File: config.mk
export PLATFORM = sky130hd
export DESIGN_NAME = load_cell_adc_reader_with_tare
export DESIGN_NICKNAME = d
export VERILOG_FILES = /design/src/design/lcar_pkg.sv /design/src/design/lcar_div.sv /design/src/design/load_cell_adc_reader_with_tare.sv
export SDC_FILE = /design/constraint.sdc
export NUM_CORES = 1
export LEC_CHECK = 0
export BUFFER_PORTS_ARGS = -buffer_cell sky130_fd_sc_hd__buf_2
export CAP_MARGIN = 10
export CORE_MARGIN = 2
export CORE_UTILIZATION = 55
export DETAILED_ROUTE_END_ITERATION = 10
export GPL_TIMING_DRIVEN = 0
export PLACE_DENSITY = 0.76
export SLEW_MARGIN = 25
export SYNTH_ARGS = -nofsm -noshare
export SYNTH_HDL_FRONTEND = slang
export SYNTH_SLANG_ARGS = --single-unit
File: constraint.sdc
create_clock -name clock -period 3.5 [get_ports clock]
set_clock_uncertainty 0.15 [all_clocks]
set_input_delay 0.7 -clock clock [delete_from_list [all_inputs] [get_ports clock]]
set_output_delay 0.7 -clock clock [all_outputs]
set_load 0.005 [all_outputs]
File: src/design/lcar_pkg.sv
package lcar_pkg;

   // Width of the result value and of every internal offset or weight word.
   localparam int VALUE_W = 24;
   // Fraction bits of the scale register.
   localparam int FRAC_BITS = 8;
   // Dividend width: a value word with the fraction bits appended.
   localparam int NUM_W = VALUE_W + FRAC_BITS;
   localparam int STEP_W = $clog2(NUM_W);
   localparam logic [VALUE_W-1:0] SCALE_RESET = 24'd110080;

   typedef enum logic [2:0] {
      PH_IDLE,
      PH_WAIT,
      PH_HIGH,
      PH_LOW,
      PH_XHIGH,
      PH_XLOW
   } phase_type;

   typedef struct packed {
      logic start;
      logic ack;
   } div_ctrl_type;

endpackage

File: src/design/lcar_div.sv
module lcar_div (
   input  logic                            clock,
   input  logic                            reset,
   input  lcar_pkg::div_ctrl_type          ctrl,
   input  logic [lcar_pkg::NUM_W-1:0]      numer,
   input  logic [lcar_pkg::VALUE_W-1:0]    denom,
   output logic                            quo_valid,
   output logic [lcar_pkg::VALUE_W-1:0]    quo_sat
);
   import lcar_pkg::*;

   logic                run_ff, run_in;
   logic                valid_ff, valid_in;
   logic [STEP_W-1:0]   step_ff, step_in;
   logic [VALUE_W-1:0]  rem_ff, rem_in;
   logic [NUM_W-1:0]    quo_ff, quo_in;
   logic [VALUE_W-1:0]  den_ff, den_in;
   logic [VALUE_W:0]    trial;
   logic [VALUE_W-1:0]  trial_sub;
   logic                fits;
   logic                last_step;

   // One restoring step per cycle: the dividend shifts out of the top of the
   // quotient register while quotient bits shift in at the bottom.
   always_comb begin
      trial     = {rem_ff, quo_ff[NUM_W-1]};
      trial_sub = trial[VALUE_W-1:0] - den_ff;
      fits      = (trial >= {1'b0, den_ff});
      last_step = run_ff && (step_ff == STEP_W'(NUM_W - 1));

      run_in   = run_ff;
      valid_in = valid_ff;
      step_in  = step_ff;
      rem_in   = rem_ff;
      quo_in   = quo_ff;
      den_in   = den_ff;

      if (ctrl.start) begin
         run_in   = 1'b1;
         valid_in = 1'b0;
         step_in  = '0;
         rem_in   = '0;
         quo_in   = numer;
         den_in   = denom;
      end else if (run_ff) begin
         step_in = step_ff + 1'b1;
         rem_in  = fits ? trial_sub : trial[VALUE_W-1:0];
         quo_in  = {quo_ff[NUM_W-2:0], fits};
         if (last_step) begin
            run_in   = 1'b0;
            valid_in = 1'b1;
         end
      end else if (ctrl.ack) begin
         valid_in = 1'b0;
      end
   end

   always_ff @(posedge clock) begin
      if (reset) begin
         run_ff   <= 1'b0;
         valid_ff <= 1'b0;
         step_ff  <= '0;
      end else begin
         run_ff   <= run_in;
         valid_ff <= valid_in;
         step_ff  <= step_in;
      end
      rem_ff <= rem_in;
      quo_ff <= quo_in;
      den_ff <= den_in;
   end

   // A zero divisor yields an all-ones quotient, so it saturates here as well.
   assign quo_valid = valid_ff;
   assign quo_sat   = (|quo_ff[NUM_W-1:VALUE_W]) ? '1 : quo_ff[VALUE_W-1:0];

endmodule

File: src/design/load_cell_adc_reader_with_tare.sv
// Reader for a 24-bit bridge converter on channel A at gain 128, with tare.
// Each word on the req_ channel is one half-bit-period tick: a start request,
// the tare flag that goes with it, and the sampled level of the data pin.
// Each tick returns exactly one word on the rsp_ channel: the serial clock
// level to drive, busy and done flags, the tare flag and the value.
// A conversion waits for the data pin to go low, clocks in DATA_BITS bits
// MSB first plus one gain pulse, and finishes on its last low tick.
// Flow: a tick's response is registered and shows in the cycle after the
// tick is accepted, so ordinary ticks run at one per cycle while responses
// are taken. The finishing tick of a weight measurement goes through the
// bit-serial divider, one quotient bit per cycle; its response is written
// once the quotient is in, and no tick is taken meanwhile. The input is
// taken while a response waits, as long as the receiver takes it in the
// same cycle; when the receiver stalls, the response holds and the input
// stalls behind it. The scale register is written by csr_wr_en and
// csr_wr_data; the user must do so only while idle (not enforced by the block).
// Reset returns to idle with the serial clock high (converter powered
// down), the tare offset and last weight at zero and the scale at 110080.
module load_cell_adc_reader_with_tare #(
   parameter int DATA_BITS = 24
) (
   input  logic                          clock,
   input  logic                          reset,
   input  logic                          req_valid,
   output logic                          req_ready,
   input  logic                          req_start_req,
   input  logic                          req_tare,
   input  logic                          req_dout,
   output logic                          rsp_valid,
   input  logic                          rsp_ready,
   output logic                          rsp_sck,
   output logic                          rsp_busy_res,
   output logic                          rsp_done_res,
   output logic                          rsp_was_tare,
   output logic [lcar_pkg::VALUE_W-1:0]  rsp_value,
   input  logic                          csr_wr_en,
   input  logic [lcar_pkg::VALUE_W-1:0]  csr_wr_data
);
   import lcar_pkg::*;

   localparam int CNT_W = $clog2(DATA_BITS + 1);
   localparam logic [DATA_BITS-1:0] TOP_BIT = {1'b1, {(DATA_BITS-1){1'b0}}};

   phase_type             phase_ff, phase_in;
   logic [CNT_W-1:0]      cnt_ff, cnt_in;
   logic [CNT_W-1:0]      cnt_next;
   logic [DATA_BITS-1:0]  shift_ff, shift_in;
   logic [VALUE_W-1:0]    tare_off_ff, tare_off_in;
   logic [VALUE_W-1:0]    weight_ff;
   logic                  tare_lat_ff, tare_lat_in;
   logic                  clk_lvl_ff, clk_lvl_in;
   logic [VALUE_W-1:0]    scale_ff;
   logic                  pend_ff;

   logic                  rsp_valid_ff;
   logic                  rsp_sck_ff, rsp_busy_ff, rsp_done_ff, rsp_tare_ff;
   logic [VALUE_W-1:0]    rsp_value_ff;

   logic                  req_fire;
   logic                  slot_free;
   logic                  div_take;
   logic [VALUE_W-1:0]    raw;
   logic [VALUE_W-1:0]    diff;
   logic                  tick_busy, tick_done, tick_tare;
   logic [VALUE_W-1:0]    tick_val;
   logic                  start_div;
   div_ctrl_type          div_ctrl;
   logic                  quo_valid;
   logic [VALUE_W-1:0]    quo_sat;

   assign slot_free = !rsp_valid_ff || rsp_ready;
   assign req_ready = !pend_ff && slot_free;
   assign req_fire  = req_valid && req_ready;
   assign div_take  = pend_ff && quo_valid && slot_free;

   assign cnt_next = cnt_ff + 1'b1;
   assign raw      = VALUE_W'(shift_ff ^ TOP_BIT);
   assign diff     = raw - tare_off_ff;

   always_comb begin
      phase_in = phase_ff;
      unique case (phase_ff)
         PH_IDLE:  if (req_start_req) phase_in = PH_WAIT;
         PH_WAIT:  if (!req_dout) phase_in = PH_HIGH;
         PH_HIGH:  phase_in = PH_LOW;
         PH_LOW:   phase_in = (cnt_next >= CNT_W'(DATA_BITS)) ? PH_XHIGH : PH_HIGH;
         PH_XHIGH: phase_in = PH_XLOW;
         PH_XLOW:  phase_in = PH_IDLE;
         default:  phase_in = PH_IDLE;
      endcase
   end

   always_comb begin
      cnt_in      = cnt_ff;
      shift_in    = shift_ff;
      tare_off_in = tare_off_ff;
      tare_lat_in = tare_lat_ff;
      clk_lvl_in  = clk_lvl_ff;
      tick_busy   = 1'b1;
      tick_done   = 1'b0;
      tick_tare   = 1'b0;
      tick_val    = '0;
      start_div   = 1'b0;
      unique case (phase_ff)
         PH_IDLE: begin
            tick_busy = req_start_req;
            if (req_start_req) begin
               clk_lvl_in  = 1'b0;
               tare_lat_in = req_tare;
            end
         end
         PH_WAIT: begin
            clk_lvl_in = 1'b0;
            if (!req_dout) begin
               cnt_in   = '0;
               shift_in = '0;
            end
         end
         PH_HIGH: begin
            clk_lvl_in = 1'b1;
            shift_in   = {shift_ff[DATA_BITS-2:0], 1'b0};
         end
         PH_LOW: begin
            clk_lvl_in = 1'b0;
            shift_in   = {shift_ff[DATA_BITS-1:1], req_dout};
            cnt_in     = cnt_next;
         end
         PH_XHIGH: begin
            clk_lvl_in = 1'b1;
         end
         PH_XLOW: begin
            clk_lvl_in = 1'b0;
            tick_busy  = 1'b0;
            tick_done  = 1'b1;
            if (tare_lat_ff) begin
               tare_off_in = raw;
               tick_tare   = 1'b1;
               tick_val    = raw;
            end else if (raw > tare_off_ff) begin
               start_div = 1'b1;
            end else begin
               tick_val = weight_ff;
            end
         end
         default: begin
            tick_busy = 1'b0;
         end
      endcase
   end

   assign div_ctrl.start = req_fire && start_div;
   assign div_ctrl.ack   = div_take;

   lcar_div u_div (
      .clock     (clock),
      .reset     (reset),
      .ctrl      (div_ctrl),
      .numer     ({diff, {FRAC_BITS{1'b0}}}),
      .denom     (scale_ff),
      .quo_valid (quo_valid),
      .quo_sat   (quo_sat)
   );

   always_ff @(posedge clock) begin
      if (reset) begin
         phase_ff    <= PH_IDLE;
         cnt_ff      <= '0;
         shift_ff    <= '0;
         tare_off_ff <= '0;
         weight_ff   <= '0;
         tare_lat_ff <= 1'b0;
         clk_lvl_ff  <= 1'b1;
         scale_ff    <= SCALE_RESET;
         pend_ff     <= 1'b0;
      end else begin
         if (req_fire) begin
            phase_ff    <= phase_in;
            cnt_ff      <= cnt_in;
            shift_ff    <= shift_in;
            tare_off_ff <= tare_off_in;
            tare_lat_ff <= tare_lat_in;
            clk_lvl_ff  <= clk_lvl_in;
         end
         if (csr_wr_en) begin
            scale_ff <= csr_wr_data;
         end
         if (req_fire && start_div) begin
            pend_ff <= 1'b1;
         end else if (div_take) begin
            pend_ff   <= 1'b0;
            weight_ff <= quo_sat;
         end
      end
   end

   // Each tick sets a response word; a divided weight's waits for the quotient.
   always_ff @(posedge clock) begin
      if (reset) begin
         rsp_valid_ff <= 1'b0;
      end else if (req_fire && !start_div) begin
         rsp_valid_ff <= 1'b1;
      end else if (div_take) begin
         rsp_valid_ff <= 1'b1;
      end else if (rsp_ready) begin
         rsp_valid_ff <= 1'b0;
      end
   end

   always_ff @(posedge clock) begin
      if (req_fire && !start_div) begin
         rsp_sck_ff   <= clk_lvl_in;
         rsp_busy_ff  <= tick_busy;
         rsp_done_ff  <= tick_done;
         rsp_tare_ff  <= tick_tare;
         rsp_value_ff <= tick_val;
      end else if (div_take) begin
         rsp_sck_ff   <= 1'b0;
         rsp_busy_ff  <= 1'b0;
         rsp_done_ff  <= 1'b1;
         rsp_tare_ff  <= 1'b0;
         rsp_value_ff <= quo_sat;
      end
   end

   assign rsp_valid    = rsp_valid_ff;
   assign rsp_sck      = rsp_sck_ff;
   assign rsp_busy_res = rsp_busy_ff;
   assign rsp_done_res = rsp_done_ff;
   assign rsp_was_tare = rsp_tare_ff;
   assign rsp_value    = rsp_value_ff;

endmodule

==> summary.md <==
| Metric | Value |
|---|---|
| Status | finished, final reports clean |
| Leak pwr | 5.092 nW |
| Die extent in x | between 100 and 150 um |
| CTS max path bufs | 3 |
| Worst path top cell family by delay | simple AND/OR/NAND/NOR gates |
| CTS buffer count | 25 |
| Async SR Flop Fraction | 0 |
| Global-route wire length before repair | 47,110 um |
| Relative slew slack | 0.2174 |
| Residual DRC | 0 |
| CP endpoint kind | register |
| Root Buffer | clkbuf_16 |
| Hold path start | csr_wr_data[11] |
| Critical path class | reg2reg |
| Reg2reg start | shift_ff[20] |
| Synth Cell Area | roughly 0.011 mm2 |
| GP Congestion | between 0.9 and 1 |
| Final hold vios | 0 |
| Fin util | 0.6487 |
| Core ar. | roughly 0.020 mm2 |
| Critical R2R Capture | rsp_value[8] |
| Number of cells on the worst reg-to-reg path | 11 |
| R2R Setup Slk | slightly above 0.07 ns |
| Crit-path cells | ha_1 > clkbuf_1 > nand4_1 > nor2_1 > nand2_1 > nor4_2 > nor3_4 > buf_12 > a41oi_4 > nor2_4 > inv_4 |
| Vias in the first global route | 9,153 |
| Worst Tran Pin Value | 1.163 ns |
| Via count | 9,527 |
| Max stage delay on crit path | approximately 0.43 ns |
| CP Buf/Inv Count | 3 |
| Most used DFF post-synth | dfxtp_1 |
| Number of synthesized flops with an enable pin | 76 |
| Drt initial violations | 809 |
| Filler cells | around 1,700 |
| I/O Pins | 62 |
| Min-Delay Endpoint | scale_ff[11] |
| Die Area | 0.02185 mm2 |
| PortBufs | 60 |
| Nets | 1,394 |
| Yosys warning count | 0 |
| Synth Register Bits | about 220 |
| CTS hold repair buffers | 0 |
| Peak VDD IR | ~410 uV |
| WL final | between 20,000 and 30,000 um |
| Antenna diodes | 0 |
| Skew-Pair Late Insertion Delay | ~0.54 ns |
| Max Clock Freq | 291.7 MHz |
| Largest net degree at the start of global routing | 34 |
| Max H-tree Level | 1 |
| Post-route setup TNS | 0 ns |
| Syn_area_per_cell | between 9 and 10 um2 |
| Final Critical Period | roughly 3.4 ns |
| Post-Syn Instances | 1,214 |
| Startpoint Class | register |
| DP HPWL | 20,510 um |
| Vias per cell | between 5 and 6 |
| Aggregate global routing overflow | 0 |
| Fin. max-slew vios | 0 |
| CP max FO | 28 |
| Gr usage total | 0.2665 |
| Detail Route Antenna Nets | 0 |
| Clock transition at the registers of the reported paths | 0.06 ns |
| CP Data Arrival Time | between 3 and 4 ns |
| Critical path required time | roughly 3.5 ns |
| Critical path's slowest cell | nor4_2 |
| Initial core utilization | 0.5621 |
| Syn_nets | 1,300 |
| PwrDens | between 500 and 600 mW/mm2 |
| Clock sink total | 223 |
| Period utilisation layout | 0.9794 |
| Die Ht | 147.8 um |
| Distinct cell type count after synthesis | 73 |
| Worst min-delay path class | in2reg |
| Rows | 52 |
| Cell depth of the worst setup path | 11 |
| Register area share after synthesis | 0.4594 |
| Syn-to-layout area delta | 15.39% |
| CTS tree | built |
| Hold Path Cell Cnt | 2 |
| Wirelength per Cell | 18.64 um |
| Pre-antenna DRT Iters | 5 |
| Share of cells above drive strength 1 | 0.1168 |
| # setup viols final | 0 |
| Max-Cap Viols | 0 |
| Initial antenna violation count | 0 |
## registers in the layout, summed over array words and instances (netlist names)
signal	flops
u_div.quo_valid	1
pend_ff	1
cnt_ff	5
u_div.step_ff	5
clk_lvl_ff	1
rsp_busy_res	1
u_div.den_ff	24
scale_ff	24
u_div.quo_ff	32
phase_ff	3
rsp_value	24
weight_ff	24
tare_lat_ff	1
rsp_sck	1
rsp_done_res	1
u_div.run_ff	1
shift_ff	24
u_div.rem_ff	24
tare_off_ff	24
rsp_was_tare	1
rsp_valid	1
## per-stage QoR
stage	cell area, um2	hold slack [ns]	instances	power, W	setup slack [ns]
after global placement	12020	0.2552	1544	0.003683	-0.7726
after global routing	13130	0.2139	1597	0.006856	-0.06154
final	13130	0.2135	1597	0.006638	0.07224
after detailed placement	12020	0.2587	1544	0.003698	-0.6186
after floorplan	11380	0.2505	1214	0.003493	0.2033
after CTS	13090	0.2087	1597	0.006648	0.003455
## layer usage
layer  wire [um]  GRT usage
met1       13140     0.3583
met5           0          0
met4         914    0.08762
met2       13700     0.4419
met3        2020    0.04290
## cell usage in the layout, fill, tap and decap left out, types with 26 or more instances in the layout
master and instances:
a211oi_1 34, a21oi_1 97, a22oi_1 26, buf_2 64, clkbuf_1 48, clkbuf_16 26, dfxtp_1 146, edfxtp_1 76
ha_1 52, inv_1 59, mux2i_1 69, nand2_1 87, nand3_1 39, nor2_1 145, o21ai_0 51, o21ai_1 26
## timing repair
item	4_1_cts	5_1_grt
buffers inserted	5	0
pin swaps	4	2
cloned	2	0
setup endpoints to repair	153	148
gates resized for setup	15	8
## cells by family (layout without fill, tap and decap cells)
kind of cell,count (synthesis),after routing,share of synthesized area
buffers and inverters,132,243,0.05060
muxes,71,71,0.06270
adders and majority gates,54,54,0.06072
and+or+nand+nor,351,353,0.1420
xor gates and xnor gates,43,43,0.03311
AOI/OAI and AO/OA,340,340,0.1915
DFF,223,223,0.4594
## layout make-up
type | count | area (um2) | share of cell area
multi-input cells | 861 | 5659 | 0.4312
flip-flops and latches | 223 | 5229 | 0.3984
clock buffers | 29 | 681.9 | 0.05195
plain buffers | 69 | 361.6 | 0.02755
repair buffers | 65 | 350.3 | 0.02669
well taps | 270 | 337.8 | 0.02574
clock inverters | 17 | 266.5 | 0.02031
inverters | 63 | 239.0 | 0.01821
## synth_stat cells, drive strengths merged (3+ instances only)
cell	n	area [um2]
a211o	9	78.83
a211oi	35	267.8
a21o	24	180.2
a21oi	101	513.0
a221oi	3	38.79
a22oi	26	195.2
a2bb2oi	4	41.29
a311oi	3	26.28
a31oi	10	77.57
a41oi	4	53.81
and3	11	68.82
buf	21	158.9
clkbuf	48	180.2
dfxtp	147	2943
edfxtp	76	2282
ha	52	650.6
inv	61	229.0
mux2i	69	690.7
nand2	90	361.6
nand2b	11	68.82
nand3	39	195.2
nand4	9	62.56
nor2	146	548.0
nor2b	12	75.07
nor3	9	56.31
nor4	8	56.30
o21a	4	30.03
o21ai	80	407.9
o22ai	24	150.1
o31ai	4	35.03
or3	4	25.02
xnor2	21	183.9
xor2	22	192.7
## worst max-delay path by stage
| stage | endpoint | from |
|---|---|---|
| final | rsp_value[8] | shift_ff[20] |
| after detailed placement | u_div.den_ff[8] | shift_ff[0] |
| after global placement | rsp_value[13] | shift_ff[0] |
| after CTS | rsp_value[7] | shift_ff[0] |
| after floorplan | u_div.quo_ff[10] | shift_ff[0] |
| after global routing | rsp_value[11] | tare_off_ff[19] |
## power breakdown
part,leakage [nW],switching (W),internal (W),total [W]
Sequential,1.91,0.0000569,0.00277,0.00283
Combinational,2.73,0.000488,0.000355,0.000844
Clock,0.456,0.00111,0.00185,0.00297
Note: power is estimated with default switching activity, not from simulation.
